## src/hdl/lpr_pkg.sv

```systemverilog
// lpr_pkg: sizes and shared types for the lru page replacement block
// no dependencies; used by lpr_cell, lpr_sat_counter and lru_page_replacement
package lpr_pkg;

  localparam int unsigned FRAMES    = 4;
  localparam int unsigned PAGE_BITS = 16;
  localparam int unsigned FRAME_W   = (FRAMES > 1) ? $clog2(FRAMES) : 1;
  localparam int unsigned RANK_W    = FRAME_W;
  localparam int unsigned CNT_W     = 32;
  localparam int unsigned PAGE_IN_W = 16;
  localparam int unsigned IDX_OUT_W = 2;

  typedef logic [PAGE_BITS-1:0] page_t;
  typedef logic [FRAME_W-1:0]   frame_idx_t;
  typedef logic [RANK_W-1:0]    rank_t;
  typedef logic [CNT_W-1:0]     cnt_t;

  // search state rippling along the row of frame cells
  typedef struct packed {
    logic       hit;
    frame_idx_t hit_idx;
    rank_t      hit_rank;
    logic       empty;
    frame_idx_t empty_idx;
    rank_t      max_rank;
    frame_idx_t max_idx;
  } lpr_chain_t;

  // update broadcast to every cell
  typedef struct packed {
    logic       en;
    logic       fill;
    logic       was_valid;
    frame_idx_t sel;
    rank_t      old_rank;
    page_t      page;
  } lpr_upd_t;

endpackage

```

## src/hdl/lpr_cell.sv

```systemverilog
// lpr_cell: one page frame (page, valid bit, recency rank) with its chain stage
// depends on lpr_pkg
module lpr_cell (
  input  logic                clk_i,
  input  logic                rst_ni,
  input  lpr_pkg::frame_idx_t cell_idx_i,
  input  lpr_pkg::lpr_upd_t   upd_i,
  input  lpr_pkg::lpr_chain_t chain_i,
  output lpr_pkg::lpr_chain_t chain_o
);
  import lpr_pkg::*;

  page_t page_q, page_d;
  logic  valid_q, valid_d;
  rank_t rank_q, rank_d;
  logic  match;

  assign match = valid_q && (page_q == upd_i.page);

  always_comb begin
    chain_o = chain_i;
    if (!chain_i.hit && match) begin
      chain_o.hit      = 1'b1;
      chain_o.hit_idx  = cell_idx_i;
      chain_o.hit_rank = rank_q;
    end
    if (!chain_i.empty && !valid_q) begin
      chain_o.empty     = 1'b1;
      chain_o.empty_idx = cell_idx_i;
    end
    // strict compare keeps the lowest index on a tie
    if (valid_q && (rank_q > chain_i.max_rank)) begin
      chain_o.max_rank = rank_q;
      chain_o.max_idx  = cell_idx_i;
    end
  end

  always_comb begin
    page_d  = page_q;
    valid_d = valid_q;
    rank_d  = rank_q;
    if (upd_i.en) begin
      if (upd_i.sel == cell_idx_i) begin
        valid_d = 1'b1;
        rank_d  = '0;
        if (upd_i.fill) begin
          page_d = upd_i.page;
        end
      end else if (valid_q && (!upd_i.was_valid || (rank_q < upd_i.old_rank))) begin
        rank_d = rank_q + rank_t'(1);
      end
    end
  end

  always_ff @(posedge clk_i or negedge rst_ni) begin
    if (!rst_ni) begin
      valid_q <= 1'b0;
      rank_q  <= '0;
    end else begin
      valid_q <= valid_d;
      rank_q  <= rank_d;
    end
  end

  always_ff @(posedge clk_i) begin
    page_q <= page_d;
  end

endmodule

```

## src/hdl/lpr_sat_counter.sv

```systemverilog
// lpr_sat_counter: saturating event counter
// depends on lpr_pkg
module lpr_sat_counter (
  input  logic          clk_i,
  input  logic          rst_ni,
  input  logic          inc_i,
  output lpr_pkg::cnt_t count_o
);
  import lpr_pkg::*;

  cnt_t cnt_q, cnt_d;

  always_comb begin
    cnt_d = cnt_q;
    if (inc_i && (cnt_q != '1)) begin
      cnt_d = cnt_q + cnt_t'(1);
    end
  end

  always_ff @(posedge clk_i or negedge rst_ni) begin
    if (!rst_ni) begin
      cnt_q <= '0;
    end else begin
      cnt_q <= cnt_d;
    end
  end

  assign count_o = cnt_q;

endmodule

```

## src/hdl/lru_page_replacement.sv

```systemverilog
// lru_page_replacement: fully associative lru page frame table, one result per request
// result is registered and valid in the cycle after the request is accepted
// throughput: one request per cycle while results are taken; the search ripples combinationally through the frame cells
// a new request is taken while the previous result is being taken (output register)
// reset: all frames empty, ranks and hit/fault totals cleared; page storage not reset
// depends on lpr_pkg, lpr_cell, lpr_sat_counter
module lru_page_replacement (
  input  logic                            clk_i,
  input  logic                            rst_ni,
  input  logic                            in_valid_i,
  output logic                            in_ready_o,
  input  logic [lpr_pkg::PAGE_IN_W-1:0]   page_i,
  output logic                            out_valid_o,
  input  logic                            out_ready_i,
  output logic                            hit_o,
  output logic [lpr_pkg::IDX_OUT_W-1:0]   frame_index_o,
  output lpr_pkg::cnt_t                   hit_total_o,
  output lpr_pkg::cnt_t                   fault_total_o
);
  import lpr_pkg::*;

  // request handshake
  logic accept;
  logic out_valid_q, out_valid_d;
  logic hit_q;
  logic [IDX_OUT_W-1:0] idx_q;

  // page number trimmed or zero-extended to the stored width
  logic [PAGE_BITS+PAGE_IN_W-1:0] page_ext;
  page_t page;

  // chain links: link k feeds cell k, last link is the search result
  lpr_chain_t chain [FRAMES+1];
  lpr_upd_t   upd;

  // decision at the end of the chain
  logic       hit;
  frame_idx_t sel;
  logic [FRAME_W+IDX_OUT_W-1:0] sel_ext;

  assign in_ready_o = !out_valid_q || out_ready_i;
  assign accept     = in_valid_i && in_ready_o;

  assign page_ext = {{PAGE_BITS{1'b0}}, page_i};
  assign page     = page_ext[PAGE_BITS-1:0];

  // chain seed: nothing found yet, victim search starts at frame 0 rank 0
  assign chain[0] = '0;

  // row of frame cells, each passing the search on to its neighbour
  for (genvar g = 0; g < FRAMES; g++) begin : g_cell
    lpr_cell u_cell (
      .clk_i      (clk_i),
      .rst_ni     (rst_ni),
      .cell_idx_i (frame_idx_t'(g)),
      .upd_i      (upd),
      .chain_i    (chain[g]),
      .chain_o    (chain[g+1])
    );
  end

  // pick hit frame, else first empty frame, else least recently used frame
  always_comb begin
    hit = chain[FRAMES].hit;
    upd = '0;
    upd.en   = accept;
    upd.page = page;
    if (hit) begin
      sel            = chain[FRAMES].hit_idx;
      upd.was_valid  = 1'b1;
      upd.old_rank   = chain[FRAMES].hit_rank;
      upd.fill       = 1'b0;
    end else if (chain[FRAMES].empty) begin
      sel            = chain[FRAMES].empty_idx;
      upd.was_valid  = 1'b0;
      upd.old_rank   = '0;
      upd.fill       = 1'b1;
    end else begin
      sel            = chain[FRAMES].max_idx;
      upd.was_valid  = 1'b1;
      upd.old_rank   = chain[FRAMES].max_rank;
      upd.fill       = 1'b1;
    end
    upd.sel = sel;
  end

  // frame number masked to the output width
  assign sel_ext = {{IDX_OUT_W{1'b0}}, sel};

  // running totals; they only move on an accepted request, so they match the held result
  lpr_sat_counter u_hit_cnt (
    .clk_i   (clk_i),
    .rst_ni  (rst_ni),
    .inc_i   (accept && hit),
    .count_o (hit_total_o)
  );

  lpr_sat_counter u_fault_cnt (
    .clk_i   (clk_i),
    .rst_ni  (rst_ni),
    .inc_i   (accept && !hit),
    .count_o (fault_total_o)
  );

  // output register
  always_comb begin
    out_valid_d = out_valid_q;
    if (accept) begin
      out_valid_d = 1'b1;
    end else if (out_ready_i) begin
      out_valid_d = 1'b0;
    end
  end

  always_ff @(posedge clk_i or negedge rst_ni) begin
    if (!rst_ni) begin
      out_valid_q <= 1'b0;
    end else begin
      out_valid_q <= out_valid_d;
    end
  end

  always_ff @(posedge clk_i) begin
    if (accept) begin
      hit_q <= hit;
      idx_q <= sel_ext[IDX_OUT_W-1:0];
    end
  end

  assign out_valid_o   = out_valid_q;
  assign hit_o         = hit_q;
  assign frame_index_o = idx_q;

endmodule

```

## config.mk

```make
export PLATFORM = sky130hd
export DESIGN_NAME = lru_page_replacement
export DESIGN_NICKNAME = d
export VERILOG_FILES = /design/src/hdl/lpr_pkg.sv /design/src/hdl/lpr_cell.sv /design/src/hdl/lpr_sat_counter.sv /design/src/hdl/lru_page_replacement.sv
export SDC_FILE = /design/constraint.sdc
export NUM_CORES = 1
export LEC_CHECK = 0
export BUFFER_PORTS_ARGS = -buffer_cell sky130_fd_sc_hd__buf_2
export CORE_MARGIN = 1.5
export CORE_UTILIZATION = 55
export CTS_CLUSTER_DIAMETER = 100
export DETAILED_ROUTE_END_ITERATION = 8
export GPL_TIMING_DRIVEN = 0
export HOLD_SLACK_MARGIN = 0.06
export PLACE_DENSITY = 0.79
export SYNTH_ARGS = -nofsm -noshare
export SYNTH_HDL_FRONTEND = slang
export SYNTH_SLANG_ARGS = --single-unit
```

## constraint.sdc

```tcl
create_clock -name clk_i -period 10.44 [get_ports clk_i]
set_clock_uncertainty 0.05 [all_clocks]
set_input_delay 1.044 -clock clk_i [delete_from_list [all_inputs] [get_ports clk_i]]
set_output_delay 1.044 -clock clk_i [all_outputs]
set_load 0.05 [all_outputs]
```

==> results.md <==
- Post-synth EDFFs: between 60 and 70
- Critical Path Start: g_cell[0].u_cell.rank_q[0]$_DFFE_PN0P_
- Number of pins with negative max-slew slack in the final report: 0
- Count of non-filler cells in the finished layout: 893
- Synth top area share: 28.55%
- WP depth: 21
- H-tree levels: 4
- Outcome: finished, final reports clean
- Warnings, synthesis: 0
- # clock sinks: about 140
- Maximum count of clock buffers along a single path: 2
- Final Hold Viols: 0
- Pin count of the biggest net entering global routing: 74
- Reg-to-reg startpoint: g_cell[0].u_cell.rank_q[0]$_DFFE_PN0P_
- # rows: 41
- Critical path capture point type: flip-flop
- Largest fanout on the critical path: 9
- Accumulated negative setup slack: 0 ns
- Remaining antenna violation count after routing: 0
- TritonCTS clock tree: built
- Overflow left after global routing: 0
- Area of the mapped netlist: just over 7000 um2
- DIE AREA: around 14,000 um2
- Top cells by area, synth: sky130_fd_sc_hd__edfxtp_1 29%, sky130_fd_sc_hd__dfrtp_1 27%, sky130_fd_sc_hd__xnor2_1 11%
- Via-to-Cell Ratio: 5.794
- Sum of routed wire length over all layers: 15.92 mm
- Buffer and inverter count on the worst path: 2
- Die Span X: about 120 um
- Port buffer count: 88
- Critical path data required time: 10.52 ns
- Max-cap violations: 0
- Register-to-register setup slack: between 4 and 5 ns
- Gates resized, CTS repair: 0
- Top library cells by usage in the layout, fill and taps aside: 89 x sky130_fd_sc_hd__xnor2_1, 89 x sky130_fd_sc_hd__buf_2, 77 x sky130_fd_sc_hd__dfrtp_1
- Endpoint of the worst setup timing path: g_cell[2].u_cell.page_q[15]$_DFFE_PP_
- Path class of the lowest-slack min-delay path: input pin to asynchronous set/reset pin
- Least setup slack across all paths after layout: roughly 4.2 ns
- Post-synth top area cell: sky130_fd_sc_hd__edfxtp_1
- Placed Instances: 861
- Post-CTS setup buffer count: 0
- Antenna violations before repair: 0
- Sequential share of the synthesized area: 55.89%
- Final worst hold slack: approximately 0.38 ns
- Placer Congestion: 0.8786
- P per Cell Area: 341.9 nW/um2
- Ordered list of cells on the worst path: inv_1 > ha_1 > nor2b_1 > nand2_1 > ha_1 > nor2b_1 > o211ai_1 > mux2_2 > ha_1 > nor2b_1 > o211ai_1 > o21ai_0 > ha_1 > nor2b_1 > o211ai_1 > a31oi_1 > o21ai_0 > a31oi_1 > nand2b_1 > nor3_2 > buf_6
- Number of detailed-routing iterations run before antenna repair: 6
- Achievable Freq: around 0.16 GHz
- Wire length of the first global-routing pass: ~26 mm
- Most used DFF post-synth: sky130_fd_sc_hd__dfrtp_1
- Cts bufs inserted: 17
- Count of inserted antenna diode cells: 0
- Relative area change from synthesis to final layout: 19.25%
- Clock transition at the registers of the reported paths: 0.06 ns
- Mapped Avg Cell Area: about 12 um2
- Placed cell areas: ~7800 um2
- Net count of the mapped netlist: 628
- Total power draw: approximately 2.9 mW
- Total DRC errors in the routed layout: 0
- Crit path arrival time: around 6.3 ns
- Crit path time final: between 6 and 7 ns
- CP Class: flip-flop to flip-flop
- Largest voltage drop on the vdd net: 0.2562 mV
- Max-slew headroom: 39.70%
- Worst slack at placement: 4.289 ns
- GRT Total Usage: 25.10%
- CP max stage delay: 0.72 ns
- Per-cell routed wire length: 17.83 um
- Library cell used as clock root buffer: sky130_fd_sc_hd__clkbuf_16
- Total via count after detailed routing: 5,174
- Cell family with the largest share of critical-path delay: compound AO/OA/AOI/OAI gates
- Count of different cell masters after synthesis: 65
- Number of nets at the end of the flow: 738
- Layout cells sized above 1: roughly 20%
- Initial DRC Count: 379
- End of the worst register-to-register path: g_cell[2].u_cell.page_q[15]$_DFFE_PP_
- Leak Pwr: about 3.5 nW
- Count of hold-fix buffers inserted at cts: 0
- I/O pin count: 89
- Area of the core region: 12,570 um2
- Final standard cell area without fillers: approximately 8400 um2
- Proportion of register bits with asynchronous set or reset after synthesis: 53.47%
- Overall die height: 116.2 um
- Util after Layout: 66.86%
- Later-pin clock latency in the skew report: 0.42 ns
- Worst Tran Pin Value: 0.8996 ns
- Via count of the first global-routing pass: 5,147
- Post-route clock period utilization: 59.50%
- Unrepaired setup endpoints after global routing: false
- Number of synthesized register bits: 144
- CP max stage cell: sky130_fd_sc_hd__nor3_2
- DP HPWL: 11.23 mm
- Initial core utilization: 56.07%
- Count of mapped cells out of synthesis: 598
- FF-to-FF path depth: 21
- Final setup fails: 0
- Worst Setup Start Kind: flip-flop
cell usage after synthesis, drive strengths merged (4+ instances only):
cell type	count
nand4	35
nor3	10
or4	4
o211ai	6
nor2	30
nand2	51
xor2	37
nor4	7
and4	9
mux2	4
nor2b	6
clkbuf	11
nand3	33
inv	16
nand2b	8
edfxtp	67
and3	13
xnor2	89
nor4b	4
dfrtp	77
and2	7
o21ai	10
ha	10
or3	6
cell families (layout without fill, tap and decap cells):
logic type | Yosys count | in the layout | share of synthesized area, %
AOI/OAI and AO/OA | 48 | 48 | 5.203
xor gates and xnor gates | 126 | 126 | 15.66
adders and majority gates | 10 | 10 | 1.776
buffers and inverters | 30 | 153 | 1.651
DFF | 144 | 144 | 55.89
muxes | 7 | 7 | 1.065
and+or+nand+nor | 233 | 233 | 18.75
registers in the layout, indices dropped and copies added, names as in the netlist:
register,flops
g_cell.u_cell.rank_q,8
u_hit_cnt.count_o,32
hit_o,1
g_cell.u_cell.valid_q,4
out_valid_o,1
frame_index_o,2
u_fault_cnt.count_o,32
g_cell.u_cell.page_q,64
cell type report:
class | instances | area [um2]
Fill cell | 928 | 4165
Multi-Input combinational cell | 424 | 2999
Tap cell | 172 | 215.2
Inverter | 17 | 63.81
Buffer | 13 | 52.55
Timing Repair Buffer | 91 | 496.7
Sequential cell | 144 | 3939
Clock buffer | 26 | 574.3
Clock inverter | 6 | 62.56
routing by layer:
metal / track usage (%) / part of all wire (%) / up-vias / routed length (um)
li1: - / - / 2378 / -
met5: 0 / 0 / - / 0
met3: 5.968 / 5.5 / 33 / 872
met4: 8.618 / 1.5 / 0 / 246
met1: 32.99 / 43 / 2585 / 6830
met2: 41.25 / 50 / 178 / 7974
worst min-delay path by stage:
stage | end | slack [ns] | cells after the start
final | g_cell[1].u_cell.valid_q$_DFFE_PN0P_ | 0.38 | 1
after global routing | g_cell[0].u_cell.valid_q$_DFFE_PN0N_ | 0.37 | 1
after global placement | u_hit_cnt.count_o[26]$_DFFE_PN0P_ | 0.42 | 1
after detailed placement | u_hit_cnt.count_o[26]$_DFFE_PN0P_ | 0.43 | 1
after CTS | g_cell[0].u_cell.valid_q$_DFFE_PN0N_ | 0.37 | 1
after floorplan | g_cell[1].u_cell.rank_q[1]$_DFFE_PN0P_ | 0.47 | 1
power by group:
group | leakage, nW | switching [mW] | internal [mW]
Sequential | 1.62 | 0.106 | 0.853
Clock | 0.313 | 0.227 | 0.404
Combinational | 1.54 | 0.809 | 0.475
Total | 3.47 | 1.14 | 1.73
(Power assumes the default switching activity.)
